<file path="src/rtl/lpfd_pkg.sv">
// Package: shared types and constants for the length-prefixed frame deframer.
`timescale 1ns / 1ps

package lpfd_pkg;

  localparam int unsigned QUEUE_DEPTH = 4;

  localparam logic [15:0] HDR_LEN       = 16'd4;
  localparam logic [15:0] MAX_LEN_RESET = 16'd1024;

  // byte positions of the frame header
  localparam logic [15:0] POS_LEN_LO = 16'd0;
  localparam logic [15:0] POS_LEN_HI = 16'd1;
  localparam logic [15:0] POS_CMD_LO = 16'd2;
  localparam logic [15:0] POS_CMD_HI = 16'd3;

  typedef enum logic [1:0] {
    ST_PAYLOAD = 2'd0,
    ST_EMPTY   = 2'd1,
    ST_SMALL   = 2'd2,
    ST_LARGE   = 2'd3
  } status_t;

  typedef struct packed {
    status_t     status;
    logic [15:0] command;
    logic [7:0]  payload_byte;
    logic        last_of_frame;
  } result_t;

endpackage

</file>
<file path="src/rtl/lpfd_front.sv">
// Front end: header parser, length checks and result classification.
`timescale 1ns / 1ps

module lpfd_front (
  input  logic              clk,
  input  logic              rst_n,
  input  logic              in_valid,
  output logic              in_ready,
  input  logic [7:0]        in_data_byte,
  input  logic              cfg_valid,
  output logic              cfg_ready,
  input  logic [15:0]       cfg_max_frame_len,
  input  logic              q_full,
  output logic              q_push,
  output lpfd_pkg::result_t q_wdata
);

  logic [15:0] pos_r, pos_nxt;
  logic [15:0] len_r, len_nxt;
  logic [15:0] cmd_r, cmd_nxt;
  logic        skip_r, skip_nxt;
  logic [15:0] max_len_r;
  logic        accept;
  logic [15:0] pos_inc;
  logic        done;
  logic [15:0] len_full;
  logic [15:0] cmd_full;

  assign in_ready  = !q_full;
  assign cfg_ready = 1'b1;
  assign accept    = in_valid && in_ready;
  assign pos_inc   = pos_r + 16'd1;
  assign done      = (pos_inc >= len_r);
  assign len_full  = {in_data_byte, len_r[7:0]};
  assign cmd_full  = {in_data_byte, cmd_r[7:0]};

  always_comb begin
    pos_nxt  = pos_r;
    len_nxt  = len_r;
    cmd_nxt  = cmd_r;
    skip_nxt = skip_r;
    q_push   = 1'b0;
    q_wdata  = '0;
    if (accept) begin
      priority if (pos_r == lpfd_pkg::POS_LEN_LO) begin
        len_nxt = {8'd0, in_data_byte};
        pos_nxt = lpfd_pkg::POS_LEN_HI;
      end else if (pos_r == lpfd_pkg::POS_LEN_HI) begin
        len_nxt = len_full;
        if (len_full < lpfd_pkg::HDR_LEN) begin
          pos_nxt               = lpfd_pkg::POS_LEN_LO;
          q_push                = 1'b1;
          q_wdata.status        = lpfd_pkg::ST_SMALL;
          q_wdata.last_of_frame = 1'b1;
        end else begin
          pos_nxt = lpfd_pkg::POS_CMD_LO;
        end
      end else if (pos_r == lpfd_pkg::POS_CMD_LO) begin
        cmd_nxt = {8'd0, in_data_byte};
        pos_nxt = lpfd_pkg::POS_CMD_HI;
      end else if (pos_r == lpfd_pkg::POS_CMD_HI) begin
        cmd_nxt = cmd_full;
        if (len_r > max_len_r) begin
          q_push                = 1'b1;
          q_wdata.status        = lpfd_pkg::ST_LARGE;
          q_wdata.command       = cmd_full;
          q_wdata.last_of_frame = 1'b1;
          if (len_r > lpfd_pkg::HDR_LEN) begin
            skip_nxt = 1'b1;
            pos_nxt  = lpfd_pkg::HDR_LEN;
          end else begin
            pos_nxt = lpfd_pkg::POS_LEN_LO;
          end
        end else if (len_r == lpfd_pkg::HDR_LEN) begin
          q_push                = 1'b1;
          q_wdata.status        = lpfd_pkg::ST_EMPTY;
          q_wdata.command       = cmd_full;
          q_wdata.last_of_frame = 1'b1;
          pos_nxt               = lpfd_pkg::POS_LEN_LO;
        end else begin
          pos_nxt = lpfd_pkg::HDR_LEN;
        end
      end else begin
        pos_nxt = done ? lpfd_pkg::POS_LEN_LO : pos_inc;
        if (skip_r) begin
          if (done) begin
            skip_nxt = 1'b0;
          end
        end else begin
          q_push                = 1'b1;
          q_wdata.status        = lpfd_pkg::ST_PAYLOAD;
          q_wdata.command       = cmd_r;
          q_wdata.payload_byte  = in_data_byte;
          q_wdata.last_of_frame = done;
        end
      end
    end
  end

  always_ff @(posedge clk) begin
    if (!rst_n) begin
      pos_r     <= lpfd_pkg::POS_LEN_LO;
      len_r     <= '0;
      cmd_r     <= '0;
      skip_r    <= 1'b0;
      max_len_r <= lpfd_pkg::MAX_LEN_RESET;
    end else begin
      pos_r  <= pos_nxt;
      len_r  <= len_nxt;
      cmd_r  <= cmd_nxt;
      skip_r <= skip_nxt;
      if (cfg_valid && cfg_ready) begin
        max_len_r <= cfg_max_frame_len;
      end
    end
  end

endmodule

</file>
<file path="src/rtl/lpfd_fifo.sv">
// Short result queue between the parser and the output stage.
`timescale 1ns / 1ps

module lpfd_fifo #(
  parameter int unsigned Depth = lpfd_pkg::QUEUE_DEPTH
) (
  input  logic              clk,
  input  logic              rst_n,
  input  logic              push,
  input  lpfd_pkg::result_t wdata,
  output logic              full,
  input  logic              pop,
  output logic              not_empty,
  output lpfd_pkg::result_t rdata
);

  localparam int unsigned PtrW = (Depth > 1) ? $clog2(Depth) : 1;
  localparam int unsigned CntW = $clog2(Depth + 1);
  localparam logic [PtrW-1:0] PtrLast = PtrW'(Depth - 1);
  localparam logic [CntW-1:0] CntFull = CntW'(Depth);

  lpfd_pkg::result_t mem_r [Depth];
  logic [PtrW-1:0] wr_ptr_r, rd_ptr_r;
  logic [CntW-1:0] count_r;
  logic            do_push, do_pop;

  assign full      = (count_r == CntFull);
  assign not_empty = (count_r != '0);
  assign do_push   = push && !full;
  assign do_pop    = pop && not_empty;
  assign rdata     = mem_r[rd_ptr_r];

  always_ff @(posedge clk) begin
    if (do_push) begin
      mem_r[wr_ptr_r] <= wdata;
    end
  end

  always_ff @(posedge clk) begin
    if (!rst_n) begin
      wr_ptr_r <= '0;
      rd_ptr_r <= '0;
      count_r  <= '0;
    end else begin
      if (do_push) begin
        wr_ptr_r <= (wr_ptr_r == PtrLast) ? '0 : wr_ptr_r + 1'b1;
      end
      if (do_pop) begin
        rd_ptr_r <= (rd_ptr_r == PtrLast) ? '0 : rd_ptr_r + 1'b1;
      end
      if (do_push && !do_pop) begin
        count_r <= count_r + 1'b1;
      end else if (do_pop && !do_push) begin
        count_r <= count_r - 1'b1;
      end
    end
  end

endmodule

</file>
<file path="src/rtl/lpfd_back.sv">
// Back end: registered output stage driving the result channel.
`timescale 1ns / 1ps

module lpfd_back (
  input  logic              clk,
  input  logic              rst_n,
  input  logic              q_not_empty,
  input  lpfd_pkg::result_t q_rdata,
  output logic              q_pop,
  output logic              out_valid,
  input  logic              out_ready,
  output logic [1:0]        out_status,
  output logic [15:0]       out_command,
  output logic [7:0]        out_payload_byte,
  output logic              out_last_of_frame
);

  logic              valid_r;
  lpfd_pkg::result_t data_r;

  assign q_pop             = q_not_empty && (!valid_r || out_ready);
  assign out_valid         = valid_r;
  assign out_status        = data_r.status;
  assign out_command       = data_r.command;
  assign out_payload_byte  = data_r.payload_byte;
  assign out_last_of_frame = data_r.last_of_frame;

  always_ff @(posedge clk) begin
    if (!rst_n) begin
      valid_r <= 1'b0;
    end else if (!valid_r || out_ready) begin
      valid_r <= q_not_empty;
    end
  end

  always_ff @(posedge clk) begin
    if (q_pop) begin
      data_r <= q_rdata;
    end
  end

endmodule

</file>
<file path="src/rtl/length_prefixed_frame_deframer_core.sv">
// Top level: length-prefixed frame deframer core.
`timescale 1ns / 1ps

// Takes one stream byte per cycle with no bubbles while the result queue is
// not full: each byte costs one 16-bit position compare in the header parser.
// Results travel through a small queue (QueueDepth entries) into an output
// register: each result is written into the queue and then into the output
// register, and the input keeps accepting while the queue has room. The first
// length byte, the first command byte and the skipped bytes of an oversize
// frame produce no result; the second length byte and the second command byte
// produce one only for a bad length or an empty frame. max_frame_len may be
// written only while no transaction is in flight.
module length_prefixed_frame_deframer_core #(
  parameter int unsigned QueueDepth = lpfd_pkg::QUEUE_DEPTH
) (
  input  logic        clk,
  input  logic        rst_n,
  input  logic        in_valid,
  output logic        in_ready,
  input  logic [7:0]  in_data_byte,
  input  logic        cfg_valid,
  output logic        cfg_ready,
  input  logic [15:0] cfg_max_frame_len,
  output logic        out_valid,
  input  logic        out_ready,
  output logic [1:0]  out_status,
  output logic [15:0] out_command,
  output logic [7:0]  out_payload_byte,
  output logic        out_last_of_frame
);

  logic              q_full;
  logic              q_push;
  logic              q_pop;
  logic              q_not_empty;
  lpfd_pkg::result_t q_wdata;
  lpfd_pkg::result_t q_rdata;

  lpfd_front u_front (
    .clk               (clk),
    .rst_n             (rst_n),
    .in_valid          (in_valid),
    .in_ready          (in_ready),
    .in_data_byte      (in_data_byte),
    .cfg_valid         (cfg_valid),
    .cfg_ready         (cfg_ready),
    .cfg_max_frame_len (cfg_max_frame_len),
    .q_full            (q_full),
    .q_push            (q_push),
    .q_wdata           (q_wdata)
  );

  lpfd_fifo #(
    .Depth (QueueDepth)
  ) u_fifo (
    .clk       (clk),
    .rst_n     (rst_n),
    .push      (q_push),
    .wdata     (q_wdata),
    .full      (q_full),
    .pop       (q_pop),
    .not_empty (q_not_empty),
    .rdata     (q_rdata)
  );

  lpfd_back u_back (
    .clk               (clk),
    .rst_n             (rst_n),
    .q_not_empty       (q_not_empty),
    .q_rdata           (q_rdata),
    .q_pop             (q_pop),
    .out_valid         (out_valid),
    .out_ready         (out_ready),
    .out_status        (out_status),
    .out_command       (out_command),
    .out_payload_byte  (out_payload_byte),
    .out_last_of_frame (out_last_of_frame)
  );

endmodule

</file>
<file path="config.mk">
export PLATFORM = sky130hd
export DESIGN_NAME = length_prefixed_frame_deframer_core
export DESIGN_NICKNAME = d
export VERILOG_FILES = /design/src/rtl/lpfd_pkg.sv /design/src/rtl/lpfd_front.sv /design/src/rtl/lpfd_fifo.sv /design/src/rtl/lpfd_back.sv /design/src/rtl/length_prefixed_frame_deframer_core.sv
export SDC_FILE = /design/constraint.sdc
export NUM_CORES = 1
export LEC_CHECK = 0
export BUFFER_PORTS_ARGS = -buffer_cell sky130_fd_sc_hd__buf_2
export CAP_MARGIN = 40
export CORE_AREA = 2 2 155 157
export CTS_BUF_LIST = sky130_fd_sc_hd__clkbuf_16
export DETAILED_ROUTE_END_ITERATION = 10
export DIE_AREA = 0 0 157 159
export GPL_TIMING_DRIVEN = 0
export SYNTH_ARGS = -nofsm -noshare
export SYNTH_HDL_FRONTEND = slang
export SYNTH_SLANG_ARGS = --single-unit
</file>
<file path="constraint.sdc">
create_clock -name clk -period 8.5 [get_ports clk]
set_clock_uncertainty 0.2 [all_clocks]
set_input_delay 0 -clock clk [delete_from_list [all_inputs] [get_ports clk]]
set_output_delay 0 -clock clk [all_outputs]
set_load 0.02 [all_outputs]
</file>
== Word-level counts from Yosys, hierarchy flattened ==
Memory sizes are Yosys's and may differ from the RTL's. A register that Yosys moved wholly into a read port is not among the register bits.
Index checks and enable logic that the tools add are counted.

* Register bits after elaboration: 73
* Bits in writable memories: 108
* Bits of input ports: 29
* Output and inout bits: 30
* Memories kept: 1

* Add/sub/neg operators: 5
* $lt $le $gt $ge: 4
* Equality and inequality tests: 9
* Muxes and demuxes: 46
* Bitwise operators: 3
* Reduce and logical (&&, ||, !) cells: 21

{| class="wikitable"
|+ Memories
! memory !! depth !! bits a word !! rd ports !! clocked after memory_dff !! write ports !! RTL line !! text
|-
| u_fifo.mem_r || 4 || 27 || 1 || 1 || 1 || lpfd_fifo.sv:22 || <nowiki>lpfd_pkg::result_t mem_r [Depth];</nowiki>
|}

{| class="wikitable"
|+ Operators with widths
! operator !! number
|-
| $mux W16 || 10
|-
| $mux W27 || 3
|-
| $mux W18 || 2
|-
| $eq A16 B2 Y1 const B || 2
|-
| $mux W25 || 1
|-
| $mux W24 || 1
|-
| $mux W1 || 18
|-
| $mux W17 || 1
|-
| $add A16 B1 Y16 const B || 1
|-
| $eq A16 B1 Y1 const B || 1
|-
| $eq A16 B3 Y1 const B || 1
|-
| $ge A16 B16 Y1 || 1
|-
| $gt A16 B16 Y1 || 1
|-
| $gt A16 B3 Y1 const B || 1
|-
| $logic_not A16 Y1 || 1
|-
| $lt A16 B3 Y1 const B || 1
|-
| $mux W3 || 4
|-
| $mux W2 || 5
|-
| $mux W8 || 1
|-
| $reduce_and A4 Y1 || 2
|-
| $logic_and A1 B1 Y1 || 6
|-
| $reduce_and A6 Y1 || 1
|-
| $reduce_bool A2 Y1 || 3
|-
| $add A2 B1 Y2 const B || 2
|-
| other kinds (10) || 18
|}

== Depth between registers and ports, before layout ==
* Word-level depth: 13
* Mapped depth: 16
* Gate-level depth less buffers: 14

== By module ==
From an unflattened synthesis, not the netlist that was laid out.

* Cell total of the unflattened synthesis: 700
* Area total of the unflattened synthesis: 9,391.5 µm²

{| class="wikitable"
|+ By module, submodules not included
! module !! times used !! cells each !! area an instance (µm²) !! seq. area each (µm²)
|-
| lpfd_fifo || 1 || 192 || 4,425.5 || 3,423.3
|-
| lpfd_front || 1 || 477 || 4,107.7 || 1,301.2
|-
| lpfd_back || 1 || 31 || 858.3 || 830.8
|}

== Worst setup path before layout ==
OpenSTA, ideal clock, no wires.

* Kind: reg-to-reg
* Start point: register u_front.pos_r[0]
* End point: register u_front.pos_r[12]
* Setup time: 0.057 ns
* Data arrival time: 3.275 ns
* Slack: 4.967 ns
* Stages on the path, launching flop included: 15
* Path buffers: 1
* Period minus slack after synthesis: 3.533 ns
* Cell sequence: dfxtp_1 > ha_1 > and3_1 > nand2_1 > nor4_2 > and3_1 > xor2_1 > ha_1 > a21o_1 > a21oi_1 > o21ai_1 > or4_4 > buf_6 > nor3b_2 > a21o_1

* Longest elaborated chain between the ends: 7
* Elaborated cells on any way between the ends: 11
* Those cells by class: add/sub (1); order compare (1); eq/ne (3); mux (5); reduce/logical (1)

{| class="wikitable"
|+ Ends and longest elaborated chain
! element !! RTL line !! text
|-
| from (decl) || lpfd_front.sv:18 || <nowiki>logic [15:0] pos_r, pos_nxt;</nowiki>
|-
| from (signal assigned) || lpfd_front.sv:102 || <nowiki>pos_r <= lpfd_pkg::POS_LEN_LO;</nowiki>
|-
| from (signal assigned) || lpfd_front.sv:108 || <nowiki>pos_r <= pos_nxt;</nowiki>
|-
| $add A16 B1 Y16 || lpfd_front.sv:32 || <nowiki>assign pos_inc = pos_r + 16'd1;</nowiki>
|-
| $ge A16 B16 Y1 || lpfd_front.sv:33 || <nowiki>assign done = (pos_inc >= len_r);</nowiki>
|-
| $mux W16 || lpfd_front.sv:84 || <nowiki>pos_nxt = done ? lpfd_pkg::POS_LEN_LO : pos_inc;</nowiki>
|-
| $mux W16 || lpfd_front.sv:61 || <nowiki>end else if (pos_r == lpfd_pkg::POS_CMD_HI) begin</nowiki>
|-
| $mux W16 || lpfd_front.sv:58 || <nowiki>end else if (pos_r == lpfd_pkg::POS_CMD_LO) begin</nowiki>
|-
| $mux W16 || lpfd_front.sv:48 || <nowiki>end else if (pos_r == lpfd_pkg::POS_LEN_HI) begin</nowiki>
|-
| $mux W16 * || lpfd_front.sv:45 || <nowiki>priority if (pos_r == lpfd_pkg::POS_LEN_LO) begin</nowiki>
|}

Mark *: on every way between the ends. The rest lies on a longest branch, timed or not.
A chain may end at the register's enable or synchronous reset.

== Final worst setup path ==
* Start point: register u_front.pos_r[0]
* End point: register u_front.skip_r

* Longest elaborated chain between the ends: 5
* Elaborated cells on any way between the ends: 15
* Those cells by class: add/sub (1); order compare (1); eq/ne (5); mux (3); bitwise (3); reduce/logical (2)

{| class="wikitable"
|+ Ends and longest elaborated chain
! element !! RTL line !! text
|-
| $add A16 B1 Y16 || lpfd_front.sv:32 ||
|-
| $ge A16 B16 Y1 || lpfd_front.sv:33 ||
|-
| $mux W1 || lpfd_front.sv:86 || <nowiki>if (done) begin</nowiki>
|-
| $mux W1 || lpfd_front.sv:85 || <nowiki>if (skip_r) begin</nowiki>
|-
| $mux W1 || lpfd_front.sv:61 ||
|-
| to (signal assigned) || lpfd_front.sv:111 || <nowiki>skip_r <= skip_nxt;</nowiki>
|-
| to (decl) || lpfd_front.sv:21 || <nowiki>logic skip_r, skip_nxt;</nowiki>
|}

Several ways; a longest one is shown, not always the timed one.

==> reports/results.ini <==
[clocking]
tritoncts=built
h-tree-depth=1
cts_setup_buffers=0
clock_sinks=208
cts_buffers=24
clk_path_buf_depth=3
clk_latency_ps=520
clk_pin_slew_ps=60
cts_root_buffer=clkbuf_16

[min_path]
hold-path-endpoint=u_front.max_len_r[14]$_SDFFE_PN0P_
hp-start=cfg_max_frame_len[14]
hold_class=primary input to flip-flop
hold_path_depth=4

[worst_setup_path]
crit_path_max_fanout=10
start_kind=flip-flop
reg2reg_slack_ps=4010
arrival_ps=4740
end_kind=flip-flop
reg2reg_to=u_front.skip_r$_SDFFE_PN0P_
required_ps=8760
r2r_start=u_front.pos_r[0]$_SDFFE_PN0P_
path_class=flip-flop to flip-flop
ff2ff_path_depth=14

[floorplan]
placement_rows=56
die_area_sq_um=25000
fp.dieH_um=159
core_area_sq_um=23200
io-pin-count=59
initial_core_util_pct=39.8
die_w_um=157

[drt]
via_per_inst=5.06
wire_per_inst_um=16.7
ant_nets=0
dr.pass1.iters=5
drtIter0Drc=372
vias=5920
route.detailed.drc=0
wl_um=19600

[finish]
area_delta_synth_final_pct=20.0
n_antenna_cell=0
most-common-layout-cells=edfxtp_1 (135), nor2_1 (73), dfxtp_1 (73)
drive_above_1_share_pct=17.5
fillCellCount=2075
final_common_cell=edfxtp_1
finalNetCount=909
fin_util_pct=47.7

[logic_synthesis]
synth.area.top_cells=edfxtp_1 (44%), dfxtp_1 (16%), mux4_2 (6.6%)
yosysTopAreaCell=edfxtp_1
netlist_area_sq_um=9220
synth_ff_type=edfxtp_1
ys_types=59
synth_edf_count=135
synth-xor-area-share_pct=1.52
syn_inst=716
synthArstFlopShare_pct=0
synth_simple_gate_area_share_pct=12.6
synth_fa_ha_area_share_pct=5.92
synth_compound_area_share_pct=7.57
synth-seq-cells=208
synth_top_area_share_pct=44.0
synthMuxAreaShare_pct=9.53
syn-num-nets=788
synth_top_family_by_area=simple AND/OR/NAND/NOR gates
avgSynthCellArea_sq_um=12.9
seq_area_frac_synth_pct=59.8
ys_warn_count=0

[power_and_ir_drop]
powerDensity_nw_per_um2=274
ir_drop_mv=0.145
p_leak_uw=0.00425

[sta]
rsz0062_at_grt=false
setup_violations=0
tightest_slew_ps=769
period_minus_slack_ps=4490
max-slew-margin-rel_pct=48.7
period_share_pct=52.8
final-hold-violation-count=0
fin_tns_setup_ps=0
timing.fmax_mhz=223
drv_slew=0

[placed_design]
io_buffers=56
finalWeightedCongestion=0.843
place_hpwl_um=13300

[status]
status=finished clean

[global_routing]
grt_overflow=0
grt_max_degree=28
antenna_found_initial=0
grt_pass1_wl_um=31400
grt_pass1_vias=5889
track_usage_pct=15.9

[job]
maxCapViolCount=0

[critical path, stage by stage, from the launching register on]
cell	delay, ps
dfxtp_1	510
ha_1	340
and3_1	300
nand2_1	130
nor4_2	420
and3_1	230
xor2_1	200
ha_1	270
a21o_1	160
a21oi_1	140
o21ai_1	110
nor2_1	600
o21ai_0	140
dlygate4sd3_1	590
nor2_1	80
[report_power, final]
| group | internal, uW | total [uW] | switching, uW | leakage (uW) |
|---|---|---|---|---|
| Sequential | 1240 | 1290 | 50.6 | 0.00189 |
| Combinational | 307 | 767 | 460 | 0.00199 |
| Clock | 572 | 972 | 400 | 0.000377 |
[layer usage]
layer  track usage [%]  vias to the layer above  share of wire, %
li1                  -                     2894                 -
met1              21.8                     2829                46
met2              26.0                      159                47
met3              2.72                       38               4.9
met4              4.42                        0               2.5
met5                 0                        -                 0
[worst max-delay path by stage]
stage,endpoint,cells past startpoint,slack [ps],start
after floorplan,u_front.pos_r[12]$_SDFFE_PN0P_,14,4970,u_front.pos_r[0]$_SDFFE_PN0P_
after CTS,u_front.skip_r$_SDFFE_PN0P_,14,4040,u_front.pos_r[0]$_SDFFE_PN0P_
after global placement,u_fifo.count_r[2]$_SDFFE_PN0P_,9,3750,u_fifo.count_r[0]$_SDFFE_PN0P_
after global routing,u_front.skip_r$_SDFFE_PN0P_,14,3610,u_front.pos_r[0]$_SDFFE_PN0P_
final,u_front.skip_r$_SDFFE_PN0P_,14,4010,u_front.pos_r[0]$_SDFFE_PN0P_
after detailed placement,u_fifo.mem_r[2][0]$_DFFE_PP_,13,4320,u_front.pos_r[0]$_SDFFE_PN0P_
[sequential cells by signal (all words and copies together) (netlist names)]
name and cells:
u_back.out_command 16, u_back.out_last_of_frame 1, u_back.out_payload_byte 8, u_back.out_status 2, u_back.out_valid 1, u_fifo.count_r 3
u_fifo.mem_r 108, u_fifo.rd_ptr_r 2, u_fifo.wr_ptr_r 2, u_front.cmd_r 16, u_front.len_r 16, u_front.max_len_r 16
u_front.pos_r 16, u_front.skip_r 1
[through the flow]
step	power (uW)	setup slack, ps	instances	hold WS (ps)	instance area (sq um)
after floorplan	1830	4970	716	-101	9220
after global placement	2050	3750	1091	20.5	9900
after detailed placement	2070	4320	1094	19.5	9970
after CTS	3060	4040	1171	40.5	11100
after global routing	3180	3610	1171	63.8	11100
final	3030	4010	1171	43.0	11100
[cells by family (layout without fill, tap and decap cells)]
| group | Yosys count | after routing |
|---|---|---|
| adders and majority gates | 43 | 43 |
| muxes | 54 | 54 |
| buffers and inverters | 68 | 204 |
| other | 1 | 1 |
| and+or+nand+nor | 220 | 220 |
| AOI/OAI and AO/OA | 106 | 106 |
| DFF | 208 | 208 |
| xor gates and xnor gates | 16 | 16 |
[cells in the mapped netlist (3+ instances only)]
library cell and instances:
a21o_1 12, nand3_1 18, dfxtp_1 73, xnor2_1 6, buf_2 3, nor3b_1 4
a22o_1 4, a22oi_1 16, a21oi_1 36, o21ai_0 13, mux2i_1 27, and3_1 7
edfxtp_1 135, nor2_1 73, nand4_1 10, o21a_1 4, inv_1 43, nor4_1 9
a32o_1 4, ha_1 42, o21ai_1 3, or3_1 3, and2_1 28, clkbuf_1 16
nor3_1 9, mux4_2 27, nor3b_2 5, nand2_1 36, xor2_1 10
[cell type report]
type / instances / area (sq um) / share of cell area, %
timing repair buffer: 95 / 691 / 6.24
buffer: 25 / 114 / 1.03
inverter: 43 / 161 / 1.46
sequential: 208 / 5520 / 49.8
multi-input combinational: 440 / 3450 / 31.1
tap: 319 / 399 / 3.61
clock inverter: 17 / 141 / 1.28
clock buffer: 24 / 601 / 5.43
[timing repair]
item | 4_1_cts | 5_1_grt
endpoints found under the hold margin | 151 | 0
hold buffers | 36 | 0
resized for setup | 0 | 0
(Power assumes the default switching activity.)
